<file path="src/rtl/nhp_pkg.sv">
// nhp_pkg: shared types and constants for the netstring header parser
// no dependencies; imported by the parser core, result buffer and top level
package nhp_pkg;

	// default upper bound on the declared header length
	localparam int unsigned DEF_MAX_HEADER_LEN = 65535;

	// character codes the parser looks for
	localparam logic [7:0] CHAR_COLON = 8'h3A;
	localparam logic [7:0] CHAR_COMMA = 8'h2C;
	localparam logic [7:0] CHAR_ZERO  = 8'h30;
	localparam logic [7:0] CHAR_NINE  = 8'h39;
	localparam logic [7:0] CHAR_NUL   = 8'h00;

	// status codes reported with every result word
	typedef enum logic [1:0] {
		ST_MORE   = 2'd0,
		ST_DONE   = 2'd1,
		ST_BADLEN = 2'd2,
		ST_NSERR  = 2'd3
	} status_t;

	// one result word
	typedef struct packed {
		logic [7:0] byte_out;
		logic       name_start;
		logic       name_end;
		logic       value_start;
		logic       value_end;
		logic       headers_done;
		status_t    status;
	} result_t;

endpackage

</file>
<file path="src/rtl/nhp_in_if.sv">
// nhp_in_if: valid/ready channel carrying request stream bytes
// no dependencies
interface nhp_in_if;
	logic       valid;
	logic       ready;
	logic [7:0] data_byte;
	logic       restart;

	modport source (output valid, output data_byte, output restart, input ready);
	modport sink   (input valid, input data_byte, input restart, output ready);
endinterface

</file>
<file path="src/rtl/nhp_out_if.sv">
// nhp_out_if: valid/ready channel carrying parser result words
// no dependencies
interface nhp_out_if;
	logic       valid;
	logic       ready;
	logic [7:0] byte_out;
	logic       name_start;
	logic       name_end;
	logic       value_start;
	logic       value_end;
	logic       headers_done;
	logic [1:0] status;

	modport source (output valid, output byte_out, output name_start, output name_end,
		output value_start, output value_end, output headers_done, output status,
		input ready);
	modport sink (input valid, input byte_out, input name_start, input name_end,
		input value_start, input value_end, input headers_done, input status,
		output ready);
endinterface

</file>
<file path="src/rtl/nhp_parse_core.sv">
// nhp_parse_core: input register, netstring state and per-byte decode
// depends on nhp_pkg and nhp_in_if
module nhp_parse_core #(
	parameter int unsigned MAX_HEADER_LEN = nhp_pkg::DEF_MAX_HEADER_LEN
) (
	input  logic              clk,
	input  logic              arst_n,
	nhp_in_if.sink            stream,
	output logic              res_valid,
	input  logic              res_ready,
	output nhp_pkg::result_t  res
);
	import nhp_pkg::*;

	localparam int unsigned LEN_W = $clog2(MAX_HEADER_LEN + 1);
	localparam int unsigned ACC_W = LEN_W + 4;
	localparam logic [ACC_W-1:0] MAX_LEN_ACC = ACC_W'(MAX_HEADER_LEN);

	typedef enum logic [2:0] {
		PH_LEN,
		PH_LEN_END,
		PH_NAME,
		PH_NAME_END,
		PH_VAL,
		PH_VAL_END,
		PH_DONE
	} phase_t;

	// input register
	logic        valid_s1;
	logic [7:0]  byte_s1;
	logic        restart_s1;
	logic        advance;

	// parser state
	phase_t            phase_q, phase_n, phase_e;
	logic [LEN_W-1:0]  decl_len_q, decl_len_n, decl_len_e;
	logic [LEN_W-1:0]  remain_q, remain_n, remain_e;
	status_t           err_q, err_n, err_e;

	logic              is_digit;
	logic [ACC_W-1:0]  len_acc;
	logic              fail;
	logic              ns, ne, vs, ve, hd;
	status_t           st;

	assign advance      = valid_s1 && res_ready;
	assign stream.ready = !valid_s1 || res_ready;
	assign res_valid    = valid_s1;

	// capture the incoming word
	always_ff @(posedge clk or negedge arst_n) begin
		if (!arst_n) begin
			valid_s1 <= 1'b0;
		end else if (stream.ready) begin
			valid_s1 <= stream.valid;
		end
	end

	always_ff @(posedge clk) begin
		if (stream.ready && stream.valid) begin
			byte_s1    <= stream.data_byte;
			restart_s1 <= stream.restart;
		end
	end

	// state as seen by this byte, after an optional restart
	always_comb begin
		phase_e    = restart_s1 ? PH_LEN : phase_q;
		decl_len_e = restart_s1 ? '0 : decl_len_q;
		remain_e   = restart_s1 ? '0 : remain_q;
		err_e      = restart_s1 ? ST_MORE : err_q;
	end

	// decimal accumulate: len * 10 + digit
	assign is_digit = (byte_s1 >= CHAR_ZERO) && (byte_s1 <= CHAR_NINE);
	assign len_acc  = (ACC_W'(decl_len_e) << 3) + (ACC_W'(decl_len_e) << 1)
		+ ACC_W'(byte_s1 - CHAR_ZERO);

	// per-byte decode
	always_comb begin
		phase_n    = phase_e;
		decl_len_n = decl_len_e;
		remain_n   = remain_e;
		err_n      = err_e;
		ns = 1'b0; ne = 1'b0; vs = 1'b0; ve = 1'b0; hd = 1'b0;
		st   = ST_MORE;
		fail = 1'b0;

		if (err_e != ST_MORE) begin
			st = err_e;
		end else begin
			unique case (phase_e)
				PH_LEN: begin
					if (byte_s1 == CHAR_COLON) begin
						remain_n = decl_len_e;
						phase_n  = PH_LEN_END;
					end else if (is_digit && (len_acc <= MAX_LEN_ACC)) begin
						decl_len_n = LEN_W'(len_acc);
					end else begin
						err_n = ST_BADLEN;
						st    = ST_BADLEN;
					end
				end
				PH_LEN_END, PH_NAME, PH_NAME_END, PH_VAL, PH_VAL_END: begin
					if (phase_e == PH_VAL_END && remain_e == '0) begin
						// count used up after a value: only a comma may follow
						if (byte_s1 == CHAR_COMMA) begin
							hd      = 1'b1;
							st      = ST_DONE;
							phase_n = PH_DONE;
						end else begin
							fail = 1'b1;
						end
					end else if (remain_e == '0) begin
						fail = 1'b1;
					end else begin
						remain_n = remain_e - LEN_W'(1);
						ns = (phase_e == PH_LEN_END) || (phase_e == PH_VAL_END);
						vs = (phase_e == PH_NAME_END);
						if (ns || phase_e == PH_NAME) begin
							// name byte
							if (byte_s1 == CHAR_NUL) begin
								ne      = 1'b1;
								phase_n = PH_NAME_END;
							end else begin
								phase_n = PH_NAME;
							end
						end else begin
							// value byte
							if (byte_s1 == CHAR_NUL) begin
								ve      = 1'b1;
								phase_n = PH_VAL_END;
							end else begin
								phase_n = PH_VAL;
							end
						end
					end
					if (fail) begin
						err_n    = ST_NSERR;
						st       = ST_NSERR;
						remain_n = remain_e;
						phase_n  = phase_e;
						ns = 1'b0; ne = 1'b0; vs = 1'b0; ve = 1'b0; hd = 1'b0;
					end
				end
				PH_DONE: begin
					st = ST_DONE;
				end
				default: begin
					st = ST_DONE;
				end
			endcase
		end
	end

	// result word
	always_comb begin
		res.byte_out     = byte_s1;
		res.name_start   = ns;
		res.name_end     = ne;
		res.value_start  = vs;
		res.value_end    = ve;
		res.headers_done = hd;
		res.status       = st;
	end

	// state update as the word moves on
	always_ff @(posedge clk or negedge arst_n) begin
		if (!arst_n) begin
			phase_q    <= PH_LEN;
			decl_len_q <= '0;
			remain_q   <= '0;
			err_q      <= ST_MORE;
		end else if (advance) begin
			phase_q    <= phase_n;
			decl_len_q <= decl_len_n;
			remain_q   <= remain_n;
			err_q      <= err_n;
		end
	end

endmodule

</file>
<file path="src/rtl/nhp_out_buf.sv">
// nhp_out_buf: two-entry result register that decouples the parser from the sink
// depends on nhp_pkg and nhp_out_if
module nhp_out_buf (
	input  logic              clk,
	input  logic              arst_n,
	input  logic              res_valid,
	output logic              res_ready,
	input  nhp_pkg::result_t  res,
	nhp_out_if.source         marks
);
	import nhp_pkg::*;

	result_t     data_q [2];
	logic        wr_ptr_q;
	logic        rd_ptr_q;
	logic [1:0]  count_q;
	logic        push;
	logic        pop;
	result_t     head;

	assign res_ready = (count_q != 2'd2);
	assign push      = res_valid && res_ready;
	assign pop       = marks.valid && marks.ready;

	// pointers and fill count
	always_ff @(posedge clk or negedge arst_n) begin
		if (!arst_n) begin
			wr_ptr_q <= 1'b0;
			rd_ptr_q <= 1'b0;
			count_q  <= 2'd0;
		end else begin
			if (push) begin
				wr_ptr_q <= !wr_ptr_q;
			end
			if (pop) begin
				rd_ptr_q <= !rd_ptr_q;
			end
			if (push && !pop) begin
				count_q <= count_q + 2'd1;
			end else if (pop && !push) begin
				count_q <= count_q - 2'd1;
			end
		end
	end

	// entry storage
	always_ff @(posedge clk) begin
		if (push) begin
			data_q[wr_ptr_q] <= res;
		end
	end

	// drive the outgoing word
	assign head               = data_q[rd_ptr_q];
	assign marks.valid        = (count_q != 2'd0);
	assign marks.byte_out     = head.byte_out;
	assign marks.name_start   = head.name_start;
	assign marks.name_end     = head.name_end;
	assign marks.value_start  = head.value_start;
	assign marks.value_end    = head.value_end;
	assign marks.headers_done = head.headers_done;
	assign marks.status       = head.status;

endmodule

</file>
<file path="src/rtl/netstring_header_parser_unit.sv">
// netstring_header_parser_unit: top level of the netstring header parser
// depends on nhp_pkg, nhp_in_if, nhp_out_if, nhp_parse_core, nhp_out_buf
//
//  channel  dir  payload                                             handshake
//  stream   in   data_byte[7:0], restart                             valid/ready
//  marks    out  byte_out[7:0], name/value start/end, headers_done,  valid/ready
//                status[1:0]
//
// one byte accepted per cycle while not stalled; a result word is offered once its
// byte has passed the input register, then a two-entry result register
// the per-byte decode and length accumulate sit between those two registers
// arst_n clears the parser to await length digits and empties both registers
// a stalled sink fills the result register; input stalls only once both entries
// and the input register hold words
module netstring_header_parser_unit #(
	parameter int unsigned MAX_HEADER_LEN = nhp_pkg::DEF_MAX_HEADER_LEN
) (
	input  logic      clk,
	input  logic      arst_n,
	nhp_in_if.sink    stream,
	nhp_out_if.source marks
);
	import nhp_pkg::*;

	logic    res_valid;
	logic    res_ready;
	result_t res;

	// byte decode and state
	nhp_parse_core #(
		.MAX_HEADER_LEN (MAX_HEADER_LEN)
	) u_core (
		.clk       (clk),
		.arst_n    (arst_n),
		.stream    (stream),
		.res_valid (res_valid),
		.res_ready (res_ready),
		.res       (res)
	);

	// result register
	nhp_out_buf u_out (
		.clk       (clk),
		.arst_n    (arst_n),
		.res_valid (res_valid),
		.res_ready (res_ready),
		.res       (res),
		.marks     (marks)
	);

endmodule
</file>
<file path="src/flat_wrapper.sv">
// flat-port wrapper written by rule: the top's interface ports become plain ports
module netstring_header_parser_unit_flat import nhp_pkg::*;
#(
	parameter int unsigned MAX_HEADER_LEN = nhp_pkg::DEF_MAX_HEADER_LEN
)
  (clk, arst_n, stream_valid, stream_data_byte, stream_restart, stream_ready, marks_valid, marks_byte_out, marks_name_start, marks_name_end, marks_value_start, marks_value_end, marks_headers_done, marks_status, marks_ready);
  nhp_in_if stream_i ();
  nhp_out_if marks_i ();
  input  logic clk;
  input  logic arst_n;
  input wire logic [$bits(stream_i.valid)-1:0] stream_valid;
  input wire logic [$bits(stream_i.data_byte)-1:0] stream_data_byte;
  input wire logic [$bits(stream_i.restart)-1:0] stream_restart;
  output wire logic [$bits(stream_i.ready)-1:0] stream_ready;
  output wire logic [$bits(marks_i.valid)-1:0] marks_valid;
  output wire logic [$bits(marks_i.byte_out)-1:0] marks_byte_out;
  output wire logic [$bits(marks_i.name_start)-1:0] marks_name_start;
  output wire logic [$bits(marks_i.name_end)-1:0] marks_name_end;
  output wire logic [$bits(marks_i.value_start)-1:0] marks_value_start;
  output wire logic [$bits(marks_i.value_end)-1:0] marks_value_end;
  output wire logic [$bits(marks_i.headers_done)-1:0] marks_headers_done;
  output wire logic [$bits(marks_i.status)-1:0] marks_status;
  input wire logic [$bits(marks_i.ready)-1:0] marks_ready;
  assign stream_i.valid = stream_valid;
  assign stream_i.data_byte = stream_data_byte;
  assign stream_i.restart = stream_restart;
  assign stream_ready = stream_i.ready;
  assign marks_valid = marks_i.valid;
  assign marks_byte_out = marks_i.byte_out;
  assign marks_name_start = marks_i.name_start;
  assign marks_name_end = marks_i.name_end;
  assign marks_value_start = marks_i.value_start;
  assign marks_value_end = marks_i.value_end;
  assign marks_headers_done = marks_i.headers_done;
  assign marks_status = marks_i.status;
  assign marks_i.ready = marks_ready;
  netstring_header_parser_unit #(.MAX_HEADER_LEN(MAX_HEADER_LEN)) u_core (.clk(clk), .arst_n(arst_n), .stream(stream_i), .marks(marks_i));
endmodule
</file>
<file path="config.mk">
export PLATFORM = sky130hd
export DESIGN_NAME = netstring_header_parser_unit_flat
export DESIGN_NICKNAME = d
export VERILOG_FILES = /design/src/rtl/nhp_pkg.sv /design/src/rtl/nhp_in_if.sv /design/src/rtl/nhp_out_if.sv /design/src/rtl/nhp_parse_core.sv /design/src/rtl/nhp_out_buf.sv /design/src/rtl/netstring_header_parser_unit.sv /design/src/flat_wrapper.sv
export SDC_FILE = /design/constraint.sdc
export NUM_CORES = 1
export LEC_CHECK = 0
export BUFFER_PORTS_ARGS = -buffer_cell sky130_fd_sc_hd__buf_2
export CAP_MARGIN = 20
export CORE_MARGIN = 2
export CORE_UTILIZATION = 40
export CTS_CLUSTER_DIAMETER = 150
export CTS_CLUSTER_SIZE = 24
export DETAILED_ROUTE_END_ITERATION = 10
export GPL_ROUTABILITY_DRIVEN = 0
export SLEW_MARGIN = 20
export SYNTH_ARGS = -nofsm -noshare
export SYNTH_HDL_FRONTEND = slang
export SYNTH_SLANG_ARGS = --single-unit
</file>
<file path="constraint.sdc">
create_clock -name clk -period 4.5 [get_ports clk]
set_input_delay 0.675 -clock clk [delete_from_list [all_inputs] [get_ports clk]]
set_output_delay 0.675 -clock clk [all_outputs]
set_load 0.02 [all_outputs]
</file>
==> Word level (Yosys, flattened, before mapping) <==
Memories as Yosys holds them, arrays and structs flattened.
Index checks and enable logic that the tools add are counted.
{ "word_totals": {"ff_bits": 51, "latch_bits": 0, "ram_bits": 30, "romBits": 0, "inputBits": 13, "out_inout_bits": 17, "word_cells": 124, "mem_count": 1} }
{ "mem_list": {"columns": ["memory", "words", "width", "rd", "rd_clocked_by_memory_dff", "wr", "line_no", "text"], "rows": [
  ["u_core.u_out.data_q", 2, 15, 1, 0, 1, "nhp_out_buf.sv:13", "result_t data_q [2];"]
]} }
{ "op_classes": {"add_sub_neg": 6, "n_mul": 0, "n_div": 0, "order_cmp": 3, "n_eq_ne": 8, "shift": 0, "mux": 73, "bitwise": 0, "n_reduce_logical": 23} }
{ "op_table": {"columns": ["op", "count"], "rows": [
  ["16-bit 2-to-1 mux", 11],
  ["1-bit 2-to-1 mux", 39],
  ["16-bit one-hot mux with 2 select lines", 1],
  ["3-bit 2-to-1 mux", 8],
  ["2-bit 2-to-1 mux", 11],
  ["19-bit by 17-bit adder with 20-bit output", 1],
  ["20-bit adder", 1],
  ["20-bit by 16-bit <= comparator with 1-bit output, second input constant", 1],
  ["8-bit by 6-bit == test with 1-bit output, second input constant", 2],
  ["16-bit logical NOT", 1],
  ["16-bit by 1-bit subtractor with 16-bit output, second input constant", 1],
  ["8-bit by 6-bit subtractor with 9-bit output, second input constant", 1],
  ["8-bit by 6-bit >= comparator with 1-bit output, second input constant", 1],
  ["8-bit by 6-bit <= comparator with 1-bit output, second input constant", 1],
  ["1-bit logical AND", 8],
  ["8-bit logical NOT", 1],
  ["2-bit one-hot mux with 2 select lines", 2],
  ["3-bit by 2-bit == test with 1-bit output, second input constant", 2],
  ["3-bit == test, second input constant", 2],
  ["3-bit one-hot mux with 2 select lines", 1],
  ["2-bit nonzero test", 3],
  ["1-bit logical NOT", 5],
  ["5-bit OR reduction", 1],
  ["3-bit by 1-bit == test with 1-bit output, second input constant", 1],
  ["other kinds (5)", 7]
]} }

==> Depth between registers and ports, before layout <==
{ "logic_depth": {"word_depth": 10, "depth_mapped": 16, "mapped_depth_nobuf": 14} }

==> Hierarchy <==
Synthesis repeated with hierarchy kept, for this count alone.
{ "unflattened": {"hier_cells": 585, "hier_area_um2": 5671.7} }
{ "by_module_without_submodules": {"columns": ["mod", "n_inst", "cells_each", "area_each_um2", "seq_area_each_um2"], "rows": [
  ["nhp_parse_core", 1, 520, 4340.4, 1221.2],
  ["nhp_out_buf", 1, 65, 1331.3, 1001.0]
]} }

==> Least setup slack after synthesis <==
OpenSTA, ideal clock, no wires.
{ "synth_timing": {"path_type": "register to register", "from": "register u_core.u_core.byte_s1[5]", "to": "memory u_core.u_out.data_q[0][1] (netlist name) (data pin)", "setup_ns": 0.265, "arrival_time_ns": 4.013, "required_time_ns": 4.235, "path_slack_ns": 0.222, "stages_incl_launch_ff": 14, "path_buffers": 1, "period_less_slack_ns": 4.278, "path_cell_list": "edfxtp_1 -> ha_1 -> or3_1 -> inv_1 -> fa_1 -> ha_1 -> a21oi_1 -> nor2_1 -> or4b_1 -> o211ai_1 -> and4b_1 -> buf_2 -> nand3_1 -> a221o_1"} }
{ "synth_lines": {"columns": ["item", "line_no", "text"], "rows": [
  ["from (decl)", "nhp_parse_core.sv:31", "logic [7:0] byte_s1;"],
  ["from (signal assigned)", "nhp_parse_core.sv:62", "byte_s1 <= stream.data_byte;"],
  ["to (decl)", "nhp_out_buf.sv:13", null]
]} }

==> impl_metrics.env <==
export IMPL_status="complete, no violations"
export IMPL_ys_ff_latch=81
export IMPL_dpl_hpwl_um=10970
export IMPL_yosys_warnings=0
export IMPL_yosys_area_share_adder_pct=11.29
export IMPL_drv_slew=0
export IMPL_max_vdd_ir_drop_v=0.0002433
export IMPL_rsz0062_at_grt="false"
export IMPL_syn_nets=628
export IMPL_finalHoldViolations=0
export IMPL_whs_ns=0.3222
export IMPL_timing_fmax_mhz=236.8
export IMPL_power_density_mw_per_mm2=531.1
export IMPL_vias=4731
export IMPL_core_mm2=0.01340
export IMPL_route_detailed_drc=0
export IMPL_synth_mux_area_share_pct=5.444
export IMPL_netSwitchingPower_mw=1.270
export IMPL_period_needed_ns=4.222
export IMPL_path_class="reg -> reg"
export IMPL_setup_viol=0
export IMPL_min_path_type="in -> async"
export IMPL_cp_max_fo=13
export IMPL_die_area_mm2=0.01480
export IMPL_synth_cell_types=71
export IMPL_clockPowerShare_pct=26.9
export IMPL_syn_area_mm2=0.005539
export IMPL_grt_usage_pct=21.65
export IMPL_mostFrequentLayoutCell="nand2_1"
export IMPL_dr_pass1_iters=5
export IMPL_syn_to_final_growth_pct=14.10
export IMPL_initial_core_util_pct=41.34
export IMPL_synth_simple_area_share_pct=18.57
export IMPL_synth_top_family_by_area="simple AND/OR/NAND/NOR gates"
export IMPL_clock_skew_ns=0.004554
export IMPL_crit_arrival_ns=4.31
export IMPL_cp_required_ns=4.58
export IMPL_rows=42
export IMPL_clock_path_buffers=2
export IMPL_worstSetupEndpointType="flip-flop"
export IMPL_cts_tree="built"
export IMPL_ant_nets=0
export IMPL_yosysSeqAreaShare_pct=40.12
export IMPL_post_synth_cell_area_avg_um2=9.650
export IMPL_cts_buffers_inserted=9
export IMPL_power_leakage_nw=2.714
export IMPL_synth_xor_area_share_pct=2.530
export IMPL_cts_hold_buf=0
export IMPL_grt_first_pass_wirelength_um=24830
export IMPL_pwr_share_comb_pct=40.7
export IMPL_worstSetupStartpointType="flip-flop"
export IMPL_nNetsFinal=664
export IMPL_synth_edf_count=39
export IMPL_synth_compound_area_share_pct=18.25
export IMPL_swShare_pct=37.85
export IMPL_ioPinCount=30
export IMPL_seq_area_mm2=0.002222
export IMPL_htree_levels=3
export IMPL_numClockSinks=81
export IMPL_layout_worst_path_cycle_share_pct=93.83
export IMPL_io_buffers=29
export IMPL_tightest_slew_ns=0.7435
export IMPL_synthCells=574
export IMPL_overflow=0
export IMPL_root_buffer="clkbuf_16"
export IMPL_p_int_mw=2.086
export IMPL_maxSlewHeadroom_pct=49.15
export IMPL_multiInputGateArea_mm2=0.003117
export IMPL_tns_ns=0
export IMPL_seqPwrFrac_pct=32.4
export IMPL_grt_max_degree=43
export IMPL_die_y_um=121.7
export IMPL_routedWlPerCell_um=18.93
export IMPL_drt_total_wl_um=14980
export IMPL_dr_first_iter_drc_count=518
export IMPL_grt_pass1_vias=4608
export IMPL_final_layout_size_suffix_gt1_share_pct=15.12
export IMPL_antenna_found_initial=0
export IMPL_fillCellCount=1273
export IMPL_via_per_inst=5.981
export IMPL_fp_dieW_um=121.7
export IMPL_clk_latency_ns=0.34
export IMPL_ys_async_sr_fraction_pct=51.85
export IMPL_drv_cap=0
export IMPL_clkTransAtPathRegs_ns=0.06
export IMPL_final_cell_mix="nand2_1 (64), nor2_1 (48), dfrtp_1 (42)"
export IMPL_yosys_most_used_dff="dfrtp_1"
export IMPL_antenna_cells=0
-- worst max-delay path, stage by stage, from the launching register on --
cell and delay (ns):
edfxtp_1 0.41, inv_1 0.40, nand2_1 0.26, fa_1 0.56, inv_1 0.05, ha_1 0.38
a21oi_1 0.21, o21ai_0 0.19, or4b_1 0.50, o211ai_1 0.16, and4b_2 0.36, nand3_1 0.14
a221o_1 0.35
-- final timing paths --
path | slack [ns] | depth (start not counted) | endpoint | start
setup / recovery | 0.28 | 12 | u_core.u_out.data_q[1][1] | u_core.u_core.restart_s1
hold / removal | 0.32 | 1 | u_core.u_out.rd_ptr_q | arst_n
setup reg to reg | 0.28 | 12 | u_core.u_out.data_q[1][1] | u_core.u_core.restart_s1
hold reg to reg | 0.50 | 1 | u_core.u_out.wr_ptr_q | u_core.u_out.wr_ptr_q
max in group asynchronous | 3.78 | 1 | u_core.u_core.phase_q[1] | arst_n
min in group clk | 0.50 | 1 | u_core.u_out.wr_ptr_q | u_core.u_out.wr_ptr_q
-- metal layers --
metal,share of wire (%),vias to the layer above,track usage [%]
met5,0,-,0
met4,0.99,0,4.813
met3,6.8,17,4.401
met2,47,201,33.99
met1,46,2320,31.06
li1,-,2193,-
-- power by group through the flow --
stage               Combinational (mW)  Clock, mW  Sequential, mW
finish                            1.37      0.904            1.09
CTS                               1.34      0.918            1.09
detailed placement                1.33          0            1.10
floorplan                        0.988          0            1.04
global route                      1.52      0.956            1.11
global placement                  1.31          0            1.09
-- state kept, by name, indices dropped and copies added (netlist names) --
register	flops
u_core.u_core.byte_s1	8
u_core.u_core.decl_len_q	16
u_core.u_core.err_q	2
u_core.u_core.phase_q	3
u_core.u_core.remain_q	16
u_core.u_core.res_valid	1
u_core.u_core.restart_s1	1
u_core.u_out.count_q	2
u_core.u_out.data_q	30
u_core.u_out.rd_ptr_q	1
u_core.u_out.wr_ptr_q	1
-- stage by stage --
step / util [%] / instances / setup slack, ns / power (mW) / instance area (um2)
2_1_floorplan: - / 574 / 0.2218 / 2.023 / 5539
6_report: 47.16 / 791 / 0.2777 / 3.356 / 6320
5_1_grt: 47.16 / 791 / 0.02224 / 3.584 / 6320
3_3_place_gp: 44.09 / 771 / 0.2728 / 2.398 / 5908
4_1_cts: 46.84 / 787 / 0.1161 / 3.346 / 6277
3_5_place_dp: 44.09 / 771 / 0.1454 / 2.430 / 5908
-- cells in the mapped netlist, types with 5 or more instances --
library cell,number,area [um2]
nand2_1,64,240.2
nor2_1,48,180.2
dfrtp_1,42,1051
edfxtp_1,39,1171
o21ai_0,35,175.2
a21oi_1,33,165.2
inv_1,30,112.6
ha_1,26,325.3
nor3_1,24,120.1
mux2_2,17,191.4
clkbuf_1,15,56.30
fa_1,15,300.3
o211ai_1,12,90.09
mux2i_1,11,110.1
a22oi_1,10,75.07
xor2_1,10,87.58
a31oi_1,8,50.05
a41oi_1,7,61.31
nand3_1,7,35.03
nor2b_1,7,43.79
or3_1,7,43.79
a211oi_1,6,45.04
a221o_1,6,60.06
and2_1,6,37.54
nand2b_1,6,37.54
xnor2_1,6,52.55
a21o_1,5,37.54
nor3b_1,5,37.54
-- final cells by class --
cell class / instances / area share (%)
clock buffers: 10 / 3.623
inverters: 31 / 1.841
repair buffers: 46 / 4.356
multi-input cells: 441 / 49.32
clock inverters: 6 / 2.217
well taps: 176 / 3.484
flip-flops and latches: 81 / 35.16
-- cell families after synthesis --
kind of cell / Yosys count
and+or+nand+nor: 206
AOI/OAI and AO/OA: 150
DFF: 81
buffers and inverters: 52
adders and majority gates: 41
muxes: 28
xor gates and xnor gates: 16
-- repair_timing --
action | in CTS | in global routing
setup buffers | 0 | 4
setup endpoints to repair | 0 | 19
gates resized for setup | 0 | 3
Power figures use the tool's default switching activity.
